$ cat config.mk
export PLATFORM = sky130hd
export DESIGN_NAME = ipv4_cidr_text_parser_flat
export DESIGN_NICKNAME = d
export VERILOG_FILES = /design/src/ipcp_pkg.sv /design/src/ipcp_if.sv /design/src/ipv4_cidr_text_parser.sv /design/src/ipcp_step.sv /design/src/flat_wrapper.sv
export SDC_FILE = /design/constraint.sdc
export NUM_CORES = 1
export LEC_CHECK = 0
export BUFFER_PORTS_ARGS = -buffer_cell sky130_fd_sc_hd__buf_2
export CORE_ASPECT_RATIO = 0.75
export CORE_MARGIN = 2
export CORE_UTILIZATION = 34
export CTS_BUF_LIST = sky130_fd_sc_hd__clkbuf_4
export DETAILED_ROUTE_END_ITERATION = 12
export PLACE_DENSITY = 0.58
export SLEW_MARGIN = 20
export SYNTH_ARGS = -nofsm -noshare
export SYNTH_HDL_FRONTEND = slang
export SYNTH_HIERARCHICAL = 1
export SYNTH_SLANG_ARGS = --single-unit
export TNS_END_PERCENT = 5
$ cat constraint.sdc
create_clock -name clk_i -period 7.35 [get_ports clk_i]
set_input_delay 1.47 -clock clk_i [delete_from_list [all_inputs] [get_ports clk_i]]
set_output_delay 1.47 -clock clk_i [all_outputs]
set_load 0.1 [all_outputs]
$ cat src/ipcp_pkg.sv
// Shared types and constants of the IPv4 CIDR text parser.
`timescale 1ns / 1ps

package ipcp_pkg;

  // Characters that steer the parse.
  localparam logic [7:0] CharZero  = 8'h30;
  localparam logic [7:0] CharNine  = 8'h39;
  localparam logic [7:0] CharDot   = 8'h2e;
  localparam logic [7:0] CharSlash = 8'h2f;

  // Saturation points (one past the largest legal value) and legal limits.
  localparam logic [8:0] PartSat    = 9'd256;
  localparam logic [8:0] PartMax    = 9'd255;
  localparam logic [5:0] PrefixSat  = 6'd33;
  localparam logic [5:0] PrefixMax  = 6'd32;
  localparam logic [15:0] CountMax  = 16'hffff;
  localparam logic [1:0] LastPart   = 2'd3;

  typedef enum logic [1:0] {
    PH_IDLE   = 2'd0,
    PH_ADDR   = 2'd1,
    PH_PREFIX = 2'd2
  } phase_e;

  typedef enum logic [2:0] {
    ST_OK          = 3'd0,
    ST_DIGIT_EXP   = 3'd1,
    ST_TOO_MANY    = 3'd2,
    ST_PART_OVER   = 3'd3,
    ST_TOO_FEW     = 3'd4,
    ST_NO_SLASH    = 3'd5,
    ST_PREFIX_OVER = 3'd6
  } status_e;

  typedef struct packed {
    logic [8:0]  part_acc;
    logic [1:0]  parts_done;
    logic [23:0] upper_addr;
    phase_e      phase;
    logic [5:0]  prefix_acc;
    logic        digit_expected;
    logic [15:0] char_count;
  } parse_state_t;

  localparam parse_state_t StateReset = '{
    part_acc:       9'd0,
    parts_done:     2'd0,
    upper_addr:     24'd0,
    phase:          PH_IDLE,
    prefix_acc:     6'd0,
    digit_expected: 1'b1,
    char_count:     16'd0
  };

  typedef struct packed {
    status_e     status;
    logic [31:0] address;
    logic [31:0] mask;
    logic [5:0]  prefix_length;
    logic [15:0] consumed_length;
  } result_t;

endpackage

$ cat src/ipcp_if.sv
// Valid/ready channel interfaces for the character and result streams.
`timescale 1ns / 1ps

interface ipcp_char_if;
  logic       valid;
  logic       ready;
  logic [7:0] char_byte;
  logic       first_of_string;

  modport source (output valid, char_byte, first_of_string, input ready);
  modport sink (input valid, char_byte, first_of_string, output ready);
endinterface

interface ipcp_result_if;
  logic        valid;
  logic        ready;
  logic [2:0]  status;
  logic [31:0] address;
  logic [31:0] mask;
  logic [5:0]  prefix_length;
  logic [15:0] consumed_length;

  modport source (output valid, status, address, mask, prefix_length, consumed_length,
                  input ready);
  modport sink (input valid, status, address, mask, prefix_length, consumed_length,
                output ready);
endinterface

$ cat src/ipv4_cidr_text_parser.sv
// Top level of the IPv4 dotted-decimal text parser with optional CIDR prefix.
//
// Characters arrive one per beat on the in_i channel; a beat with
// first_of_string set starts a new parse. The parse ends with one result
// beat on out_o carrying status, address, mask, prefix length and the
// number of characters consumed; bytes after that are dropped until the
// next first_of_string. Beats that end nothing produce no result.
// A character beat is captured in an input register, and once the result
// register can take a result, a single pass of decimal accumulate and compare
// logic updates the parse state and, when the text ends, loads the result
// register. A result therefore becomes valid after its terminating character
// has passed through the input register and then the result register; one
// character is taken every cycle while the receiver keeps up.
// The result register is a one-deep output stage. While a result waits to
// be taken, processing pauses: the input register still takes one more
// character and holds it, then in_i.ready drops until the result is taken.
// prefix_mode_i is written when prefix_mode_we_i is high; it resets to 1
// (address, slash, prefix length expected). Reset empties both registers
// and returns the parser to waiting for the first character of a text.
`timescale 1ns / 1ps

module ipv4_cidr_text_parser (
  input  logic                 clk_i,
  input  logic                 rst_ni,
  input  logic                 prefix_mode_we_i,
  input  logic                 prefix_mode_i,
  ipcp_char_if.sink            in_i,
  ipcp_result_if.source        out_o
);
  import ipcp_pkg::*;

  logic         prefix_mode_q;
  logic         in_valid_q;
  logic [7:0]   char_q;
  logic         first_q;
  parse_state_t state_q, state_d;
  logic         emit;
  result_t      step_result;
  logic         out_valid_q;
  result_t      result_q;
  logic         proc_fire;

  // The buffered character is processed whenever the result register can
  // take a possible result: it is empty or is being emptied this cycle.
  assign proc_fire = in_valid_q && (!out_valid_q || out_o.ready);
  assign in_i.ready = !in_valid_q || proc_fire;

  always_ff @(posedge clk_i or negedge rst_ni) begin
    if (!rst_ni) begin
      prefix_mode_q <= 1'b1;
    end else if (prefix_mode_we_i) begin
      prefix_mode_q <= prefix_mode_i;
    end
  end

  // Input register.
  always_ff @(posedge clk_i or negedge rst_ni) begin
    if (!rst_ni) begin
      in_valid_q <= 1'b0;
    end else if (in_i.ready) begin
      in_valid_q <= in_i.valid;
    end
  end

  always_ff @(posedge clk_i) begin
    if (in_i.valid && in_i.ready) begin
      char_q  <= in_i.char_byte;
      first_q <= in_i.first_of_string;
    end
  end

  ipcp_step u_step (
    .state_i           (state_q),
    .char_byte_i       (char_q),
    .first_of_string_i (first_q),
    .prefix_mode_i     (prefix_mode_q),
    .state_o           (state_d),
    .emit_o            (emit),
    .result_o          (step_result)
  );

  // Parse state.
  always_ff @(posedge clk_i or negedge rst_ni) begin
    if (!rst_ni) begin
      state_q <= StateReset;
    end else if (proc_fire) begin
      state_q <= state_d;
    end
  end

  // Result register.
  always_ff @(posedge clk_i or negedge rst_ni) begin
    if (!rst_ni) begin
      out_valid_q <= 1'b0;
    end else if (proc_fire && emit) begin
      out_valid_q <= 1'b1;
    end else if (out_o.ready) begin
      out_valid_q <= 1'b0;
    end
  end

  always_ff @(posedge clk_i) begin
    if (proc_fire && emit) begin
      result_q <= step_result;
    end
  end

  assign out_o.valid           = out_valid_q;
  assign out_o.status          = result_q.status;
  assign out_o.address         = result_q.address;
  assign out_o.mask            = result_q.mask;
  assign out_o.prefix_length   = result_q.prefix_length;
  assign out_o.consumed_length = result_q.consumed_length;

  // A failed parse never reports an address, mask or length.
  assert property (@(posedge clk_i) disable iff (!rst_ni)
    (out_valid_q && (result_q.status != ST_OK)) |->
      ((result_q.address == 32'd0) && (result_q.mask == 32'd0) &&
       (result_q.consumed_length == 16'd0)))
    else $error("error result carries payload");

  // A good result has consumed at least one character and a legal prefix.
  assert property (@(posedge clk_i) disable iff (!rst_ni)
    (out_valid_q && (result_q.status == ST_OK)) |->
      ((result_q.consumed_length != 16'd0) && (result_q.prefix_length <= PrefixMax)))
    else $error("good result with impossible length");

  // A buffered character that cannot be processed stays buffered.
  assert property (@(posedge clk_i) disable iff (!rst_ni)
    (in_valid_q && !proc_fire) |=> (in_valid_q && $stable(char_q) && $stable(first_q)))
    else $error("stalled character lost");

  // Every emitted result leaves the parser idle.
  assert property (@(posedge clk_i) disable iff (!rst_ni)
    (proc_fire && emit) |=> (state_q.phase == PH_IDLE) && out_valid_q)
    else $error("result emitted without ending the parse");

endmodule

$ cat src/ipcp_step.sv
// Next-state and result logic for one character of the parse.
`timescale 1ns / 1ps

module ipcp_step (
  input  ipcp_pkg::parse_state_t state_i,
  input  logic [7:0]             char_byte_i,
  input  logic                   first_of_string_i,
  input  logic                   prefix_mode_i,
  output ipcp_pkg::parse_state_t state_o,
  output logic                   emit_o,
  output ipcp_pkg::result_t      result_o
);
  import ipcp_pkg::*;

  always_comb begin
    parse_state_t w;
    logic         live;
    logic         is_digit;
    logic [3:0]   digit;
    logic [11:0]  part_next;
    logic [8:0]   prefix_next;

    w        = state_i;
    emit_o   = 1'b0;
    result_o = '0;
    live     = 1'b1;
    is_digit = (char_byte_i >= CharZero) && (char_byte_i <= CharNine);
    digit    = char_byte_i[3:0];

    if (first_of_string_i) begin
      w            = StateReset;
      w.char_count = 16'd1;
      w.phase      = PH_ADDR;
    end else if ((w.phase != PH_ADDR) && (w.phase != PH_PREFIX)) begin
      live = 1'b0;
    end else if (w.char_count != CountMax) begin
      w.char_count = w.char_count + 16'd1;
    end

    part_next   = {3'd0, w.part_acc} * 12'd10 + {8'd0, digit};
    prefix_next = {3'd0, w.prefix_acc} * 9'd10 + {5'd0, digit};

    if (live) begin
      case (w.phase)
        PH_ADDR: begin
          if (w.digit_expected) begin
            if (!is_digit) begin
              emit_o          = 1'b1;
              result_o.status = ST_DIGIT_EXP;
              w.phase         = PH_IDLE;
            end else begin
              w.part_acc       = {5'd0, digit};
              w.digit_expected = 1'b0;
            end
          end else if (is_digit) begin
            w.part_acc = (part_next > {3'd0, PartSat}) ? PartSat : part_next[8:0];
          end else if (char_byte_i == CharDot) begin
            if (w.parts_done == LastPart) begin
              emit_o          = 1'b1;
              result_o.status = ST_TOO_MANY;
              w.phase         = PH_IDLE;
            end else if (w.part_acc > PartMax) begin
              emit_o          = 1'b1;
              result_o.status = ST_PART_OVER;
              w.phase         = PH_IDLE;
            end else begin
              w.upper_addr     = {w.upper_addr[15:0], w.part_acc[7:0]};
              w.parts_done     = w.parts_done + 2'd1;
              w.part_acc       = 9'd0;
              w.digit_expected = 1'b1;
            end
          end else if (w.parts_done != LastPart) begin
            emit_o          = 1'b1;
            result_o.status = ST_TOO_FEW;
            w.phase         = PH_IDLE;
          end else if (w.part_acc > PartMax) begin
            emit_o          = 1'b1;
            result_o.status = ST_PART_OVER;
            w.phase         = PH_IDLE;
          end else if (!prefix_mode_i) begin
            emit_o                   = 1'b1;
            result_o.status          = ST_OK;
            result_o.address         = {w.upper_addr, w.part_acc[7:0]};
            result_o.mask            = 32'hffff_ffff;
            result_o.prefix_length   = PrefixMax;
            result_o.consumed_length = w.char_count;
            w.phase                  = PH_IDLE;
          end else if (char_byte_i != CharSlash) begin
            emit_o          = 1'b1;
            result_o.status = ST_NO_SLASH;
            w.phase         = PH_IDLE;
          end else begin
            w.prefix_acc = 6'd0;
            w.phase      = PH_PREFIX;
          end
        end
        PH_PREFIX: begin
          if (is_digit) begin
            w.prefix_acc = (prefix_next > {3'd0, PrefixSat}) ? PrefixSat : prefix_next[5:0];
          end else if (w.prefix_acc > PrefixMax) begin
            emit_o          = 1'b1;
            result_o.status = ST_PREFIX_OVER;
            w.phase         = PH_IDLE;
          end else begin
            emit_o                   = 1'b1;
            result_o.status          = ST_OK;
            result_o.address         = {w.upper_addr, w.part_acc[7:0]};
            result_o.mask            = (w.prefix_acc == 6'd0) ? 32'd0 :
                                       (32'hffff_ffff << (PrefixMax - w.prefix_acc));
            result_o.prefix_length   = w.prefix_acc;
            result_o.consumed_length = w.char_count;
            w.phase                  = PH_IDLE;
          end
        end
        default: ;
      endcase
    end

    state_o = w;
  end

endmodule

$ cat src/flat_wrapper.sv
// flat-port wrapper written by rule: the top's interface ports become plain ports
module ipv4_cidr_text_parser_flat import ipcp_pkg::*;
  (clk_i, rst_ni, prefix_mode_we_i, prefix_mode_i, in_i_valid, in_i_char_byte, in_i_first_of_string, in_i_ready, out_o_valid, out_o_status, out_o_address, out_o_mask, out_o_prefix_length, out_o_consumed_length, out_o_ready);
  ipcp_char_if in_i_i ();
  ipcp_result_if out_o_i ();
  input  logic clk_i;
  input  logic rst_ni;
  input  logic prefix_mode_we_i;
  input  logic prefix_mode_i;
  input wire logic [$bits(in_i_i.valid)-1:0] in_i_valid;
  input wire logic [$bits(in_i_i.char_byte)-1:0] in_i_char_byte;
  input wire logic [$bits(in_i_i.first_of_string)-1:0] in_i_first_of_string;
  output wire logic [$bits(in_i_i.ready)-1:0] in_i_ready;
  output wire logic [$bits(out_o_i.valid)-1:0] out_o_valid;
  output wire logic [$bits(out_o_i.status)-1:0] out_o_status;
  output wire logic [$bits(out_o_i.address)-1:0] out_o_address;
  output wire logic [$bits(out_o_i.mask)-1:0] out_o_mask;
  output wire logic [$bits(out_o_i.prefix_length)-1:0] out_o_prefix_length;
  output wire logic [$bits(out_o_i.consumed_length)-1:0] out_o_consumed_length;
  input wire logic [$bits(out_o_i.ready)-1:0] out_o_ready;
  assign in_i_i.valid = in_i_valid;
  assign in_i_i.char_byte = in_i_char_byte;
  assign in_i_i.first_of_string = in_i_first_of_string;
  assign in_i_ready = in_i_i.ready;
  assign out_o_valid = out_o_i.valid;
  assign out_o_status = out_o_i.status;
  assign out_o_address = out_o_i.address;
  assign out_o_mask = out_o_i.mask;
  assign out_o_prefix_length = out_o_i.prefix_length;
  assign out_o_consumed_length = out_o_i.consumed_length;
  assign out_o_i.ready = out_o_ready;
  ipv4_cidr_text_parser u_core (.clk_i(clk_i), .rst_ni(rst_ni), .prefix_mode_we_i(prefix_mode_we_i), .prefix_mode_i(prefix_mode_i), .in_i(in_i_i), .out_o(out_o_i));
endmodule
==> results of run 1 <==
## synth_stat cells, drive strengths merged, types with 4 or more instances
cell type,count,area share
or2,7,0.0048
buf,21,0.017
clkbuf,22,0.0091
nor2b,21,0.015
o31ai,9,0.0074
o22ai,5,0.0034
edfxtp,98,0.32
nor2,86,0.036
o21ai,45,0.025
nand3,20,0.011
or4,4,0.0033
and2,29,0.020
nor3,15,0.0094
nand2b,5,0.0050
nor3b,9,0.0074
nor4,4,0.0034
and3,10,0.0070
a31oi,5,0.0034
nand2,66,0.028
a22oi,4,0.0033
dfrtp,61,0.17
mux2,63,0.10
a21oi,49,0.032
a21o,5,0.0041
o21a,7,0.0059
mux2i,11,0.012
inv,22,0.0090
xor2,16,0.016
a22o,9,0.0086
nand4,8,0.0055
ha,25,0.034
xnor2,26,0.025
## per-layer routing
| layer | global-route usage | up-vias |
|---|---|---|
| met5 | 0 | - |
| met4 | 0.03931 | 0 |
| li1 | - | 3121 |
| met3 | 0.03188 | 8 |
| met2 | 0.2005 | 202 |
| met1 | 0.2437 | 3098 |
## where the power goes
group	internal (mW)	switching (mW)
sequential	1.05	0.0430
combinational	0.137	0.623
clock	0.197	0.395
total	1.39	1.06
## how the worst min path moves through the flow
stage                             from                  to  slack [ns]  depth (start not counted)
detailed placement  u_core/state_q[50]  u_core/state_q[50]        0.49                          1
global route        u_core/state_q[49]  u_core/state_q[49]        0.55                          1
floorplan           u_core/state_q[49]  u_core/state_q[49]        0.47                          1
CTS                 u_core/state_q[44]  u_core/state_q[44]        0.53                          1
global placement    u_core/state_q[46]  u_core/state_q[46]        0.49                          1
finish              u_core/state_q[42]  u_core/state_q[42]        0.53                          1
## cell families after synthesis
family | Yosys count | synth area share
flip-flops | 161 | 0.4928
buffers and inverters | 65 | 0.03464
multiplexers | 74 | 0.1139
XOR/XNOR | 42 | 0.04091
AND/OR/NAND/NOR | 295 | 0.1658
AO/OA/AOI/OAI | 155 | 0.1111
adder cells (fa/ha/maj) | 29 | 0.04077
## through the flow
| step | area (um^2) | cells | util |
|---|---|---|---|
| finish | 10300 | 1273 | 0.3852 |
| floorplan | 9175 | 821 | - |
| global placement | 9962 | 1240 | 0.3725 |
| CTS | 10300 | 1272 | 0.3851 |
| detailed placement | 9962 | 1240 | 0.3725 |
| global route | 10300 | 1273 | 0.3852 |
## final cells by class
class,count,share of cell area
sequential,161,0.4390
multi-input combinational,595,0.4221
timing repair buffer,111,0.05539
tap,351,0.04264
clock inverter,15,0.02017
clock buffer,17,0.01239
inverter,22,0.008017
antenna,1,0.0002430
## state kept, by name, indices dropped and copies added (netlist names)
name / count
u_core/out_o.prefix_length: 6
u_core/out_o.mask: 32
u_core/state_q: 60
u_core/out_o.valid: 1
u_core/char_q: 8
u_core/prefix_mode_q: 1
u_core/out_o.consumed_length: 16
u_core/in_valid_q: 1
u_core/out_o.address: 32
u_core/out_o.status: 3
u_core/first_q: 1
==> metrics.csv, run 1 <==
metric,value,unit
post-synthesis sequential area ratio,0.4928,
first-pass GRT wire length,33750,um
gr usage total,0.1513,
Post-CTS Setup Bufs,0,
critical path depth,9,
Mapped Cells,821,
Initial DRC Count,514,
Design Power,2.450,mW
R2R cell count,9,
layout cells sized above 1,0.2682,
critical path's largest stage delay,0.76,ns
CP cell instances,buf_4 -> inv_2 -> nand2_1 -> ha_1 -> or2_0 -> a21oi_1 -> nand2_1 -> nor2_4 -> buf_4,
initial antenna violation count,1,
Hold WC Path Type,reg -> reg,
Hold Buf Count CTS,0,
Top delay family on crit path,buffers and inverters,
CP Capture Type,flop,
wl on met1,11260,um
Final HPWL DP,14800,um
CTS buffer count,17,
Setup CP Type,reg -> reg,
Die ar.,0.02833,mm^2
Fillers,2621,
r2r setup slk,2.83,ns
RSZ-0062 raised after global routing,false,
critical-path maximum fanout,67,
Register Area,0.004522,mm^2
Clock Sinks,161,
Fin Clk Skew,0.04227,ns
leakage,4.336,nW
CTS tree,done,
CP endpoint,u_core/out_o.address[27],
final period utilization,0.6146,
Clock Pin Slew Worst Setup and Hold Paths,0.18,ns
IO Pins,106,
Async SR Flop Fraction,0.3913,
worst vdd ir,0.1669,mV
top sig layer,met4,
htree depth,4,
Core Rows,52,
cell area power density,237.9,mW/mm^2
Slew @ Worst Pin,1.044,ns
ANT nets after route,0,
Worst slew margin,0.3042,
met2 wire len,8580,um
Worst Path Buf+Inv,3,
final count of hold timing violations,0,
Post-synth EDFFs,98,
Longest Clk Path Bufs,2,
minimum clock period,4.517,ns
"flops & latches, synth",161,
Syn Area/Cell,11.18,um^2
Residual DRC,0,
initial core utilization,0.3431,
Routability Congestion,0.8343,
post-route setup TNS,0,ns
DRT Pass-1 Iters,6,
Crit. Startpoint,u_core/first_q,
clk_lat worst skew,0.59,ns
die height,146.3,um
arrival time at the worst endpoint,4.72,ns
total gr overflow,0,
area occupied by multi-input gates,0.004348,mm^2
critical path's slowest cell,buf_4,
final net count,950,
WHS,0.5273,ns
CTS Root Cell,clkbuf_4,
Max Slew Vio Count,0,
Final Setup Violations,0,
Final WS setup,2.833,ns
final wirelength,21290,um
number of global-route vias before repair,6079,
"Req. time, crit path",7.55,ns
max frequency,0.2214,GHz
largest net degree at the start of global routing,68,
"commonest non-fill, non-tap cell in the layout",buf_2,
routed wl met3,1305,um
ys flop type,edfxtp_1,
syn_nets,863,
status,completed,
CTS resizes,0,
r2r endpoint,u_core/out_o.address[27],
mapped cell area,0.009175,mm^2
YS warnings,6,
max_cap viols,0,
DR WL/cell,16.72,um
via count,6429,
post-synth cell types,81,
Place WS,2.887,ns
Worst Setup Start Kind,flop,
input/output buffers,105,
core area,0.02674,mm^2
vias per inst,5.050,
Worst R2R Start,u_core/first_q,
area delta synth->final,12.26,%
most frequent cells in the layout,"105 x buf_2, 98 x edfxtp_1, 83 x nor2_1, 65 x nand2_1, 61 x dfrtp_1",
Die X,193.7,um
(Power assumes the default switching activity.)
==> inputs of run 2 (changes only) <==
--- a/config.mk
+++ b/config.mk
@@ -5,6 +5,7 @@
 export SDC_FILE = /design/constraint.sdc
 export NUM_CORES = 1
 export LEC_CHECK = 0
+export ABC_AREA = 1
 export BUFFER_PORTS_ARGS = -buffer_cell sky130_fd_sc_hd__buf_2
 export CORE_ASPECT_RATIO = 0.75
 export CORE_MARGIN = 2
==> constraint.sdc (replaced) <==
create_clock -name clk_i -period 4.7 [get_ports clk_i]
set_input_delay 0.94 -clock clk_i [delete_from_list [all_inputs] [get_ports clk_i]]
set_output_delay 0.94 -clock clk_i [all_outputs]
set_load 0.1 [all_outputs]
==> metrics.csv, run 2 <==
metric,value,unit
Worst Setup Start Kind,flop,
core area,0.02805,mm^2
post-synth cell types,52,
Post-CTS Setup Bufs,0,
Die X,199.2,um
cell area power density,428.2,mW/mm^2
WHS,0.3377,ns
arrival time at the worst endpoint,4.42,ns
"Req. time, crit path",5.16,ns
vias per inst,4.967,
gr usage total,0.1761,
met2 wire len,11710,um
critical-path maximum fanout,9,
first-pass GRT wire length,41220,um
area delta synth->final,11.72,%
Mapped Cells,1236,
syn_nets,1278,
Final Setup Violations,0,
initial antenna violation count,1,
wl on met1,12940,um
routed wl met3,1482,um
post-synthesis sequential area ratio,0.4654,
ys flop type,edfxtp_1,
"count leader, synth",nand2_1,
RSZ-0062 raised after global routing,false,
leakage,5.196,nW
minimum clock period,3.955,ns
Hold Buf Count CTS,0,
IO Pins,106,
Final WS setup,0.7450,ns
Syn Area/Cell,7.862,um^2
Fin Clk Skew,0.03833,ns
Hold WC Path Type,in -> async,
largest net degree at the start of global routing,63,
Final Non-Filler Cells,1731,
Place WS,0.8628,ns
placed insts,1698,
number of global-route vias before repair,7645,
largest register by flop count,u_core/state_q,
mapped cell area,0.009717,mm^2
CP Capture Type,flop,
max FFs per register,60,
total gr overflow,0,
worst vdd ir,0.2512,mV
synth cell count leaders,"321 x nand2_1, 159 x inv_1, 138 x nor2_1, 114 x nand3_1, 98 x edfxtp_1",
CTS buffer count,17,
top sig layer,met4,
"area leader, netlist",edfxtp_1,
post-route setup TNS,0,ns
Die ar.,0.02996,mm^2
via count,8598,
Clock Sinks,161,
Worst slew margin,0.4845,
final count of hold timing violations,0,
CTS resizes,0,
die height,150.4,um
"commonest non-fill, non-tap cell in the layout",nand2_1,
max frequency,0.2528,GHz
Setup CP Type,reg -> reg,
Clock Pin Slew Worst Setup and Hold Paths,0.18,ns
Final HPWL DP,18250,um
final wirelength,26300,um
Routability Congestion,0.8569,
ANT nets after route,0,
CTS Root Cell,clkbuf_4,
initial core utilization,0.3464,
Longest Clk Path Bufs,2,
Fillers,2920,
Initial DRC Count,654,
fin util,0.3870,
YS warnings,6,
final period utilization,0.8415,
final net count,1374,
main area contributors after synthesis,"edfxtp_1 30%, dfrtp_1 16%, nand2_1 12%",
max_cap viols,0,
Async SR Flop Fraction,0.3913,
CTS tree,done,
Post-synth EDFFs,98,
status,completed,
clk_lat worst skew,0.60,ns
htree depth,4,
Residual DRC,0,
"flops & latches, synth",161,
most frequent cells in the layout,"321 x nand2_1, 159 x inv_1, 137 x nor2_1, 114 x nand3_1, 105 x buf_2",
Max Slew Vio Count,0,
Slew @ Worst Pin,0.7707,ns
Core Rows,53,
DRT Pass-1 Iters,6,
post-synth top area share,0.3029,
input/output buffers,105,
DR WL/cell,15.20,um
layout cells sized above 1,0.1658,
## run 2: worst paths after layout
kind | from | slack [ns] | end | depth (start not counted)
max | u_core/first_q | 0.74 | u_core/state_q[51] | 20
min | rst_ni | 0.34 | u_core/state_q[52] | 1
max reg2reg | u_core/first_q | 0.74 | u_core/state_q[51] | 20
min reg2reg | u_core/state_q[41] | 0.49 | u_core/state_q[41] | 2
max in group asynchronous | rst_ni | 3.37 | u_core/in_valid_q | 2
min in group clk_i | u_core/state_q[41] | 0.49 | u_core/state_q[41] | 2
## run 2: cell families (layout without fill, tap and decap cells)
group                      after synthesis  in the layout  share of synthesized area
other                                    0              1                          0
AOI/OAI and AO/OA                      154            154                    0.08872
adders and majority gates               27             27                    0.03631
and+or+nand+nor                        664            664                     0.3021
xor gates and xnor gates                13             13                    0.01249
DFF                                    161            161                     0.4654
buffers and inverters                  217            326                    0.09503
## run 2: power breakdown
group / switching (mW) / total [mW] / internal (mW) / leakage [nW]
Combinational: 1.62 / 2.02 / 0.391 / 3.27
Sequential: 0.0979 / 1.82 / 1.72 / 1.79
Clock: 0.582 / 0.816 / 0.234 / 0.140
Total: 2.30 / 4.65 / 2.34 / 5.20
## run 2: worst max-delay path: stages (launching register included)
cell	delay, ns
edfxtp_1	0.57
nor2_1	0.43
inv_1	0.18
nor2_1	0.19
ha_1	0.22
inv_1	0.06
fa_1	0.40
xnor2_1	0.27
inv_1	0.09
nor2_1	0.16
nand3_1	0.11
nor2_1	0.16
nand3_1	0.09
nand2_1	0.07
nand2_1	0.18
nand3_1	0.19
nor2_1	0.05
o21ai_0	0.15
o21ai_0	0.10
nand3_1	0.09
nand2_1	0.08
## run 2: per-stage QoR
stage	cell area, um^2	total power, mW
2_1_floorplan	9724	3.465
3_3_place_gp	10600	3.850
3_5_place_dp	10600	3.858
4_1_cts	10850	4.677
5_1_grt	10860	4.912
6_report	10860	4.649
## run 2: metal layers
| layer | GRT usage | vias to the layer above |
|---|---|---|
| li1 | - | 4224 |
| met1 | 0.2603 | 4102 |
| met2 | 0.2692 | 258 |
| met3 | 0.03293 | 14 |
| met4 | 0.03284 | 0 |
| met5 | 0 | - |
## run 2: layout make-up
cell class | instances | area [um^2] | share of cell area
clock inverter | 14 | 121.4 | 0.01118
antenna | 1 | 2.502 | 0.0002305
timing repair buffer | 121 | 658.1 | 0.06063
multi-input combinational | 858 | 4279 | 0.3942
tap | 385 | 481.7 | 0.04438
sequential | 161 | 4523 | 0.4167
clock buffer | 18 | 135.1 | 0.01245
inverter | 173 | 654.4 | 0.06028
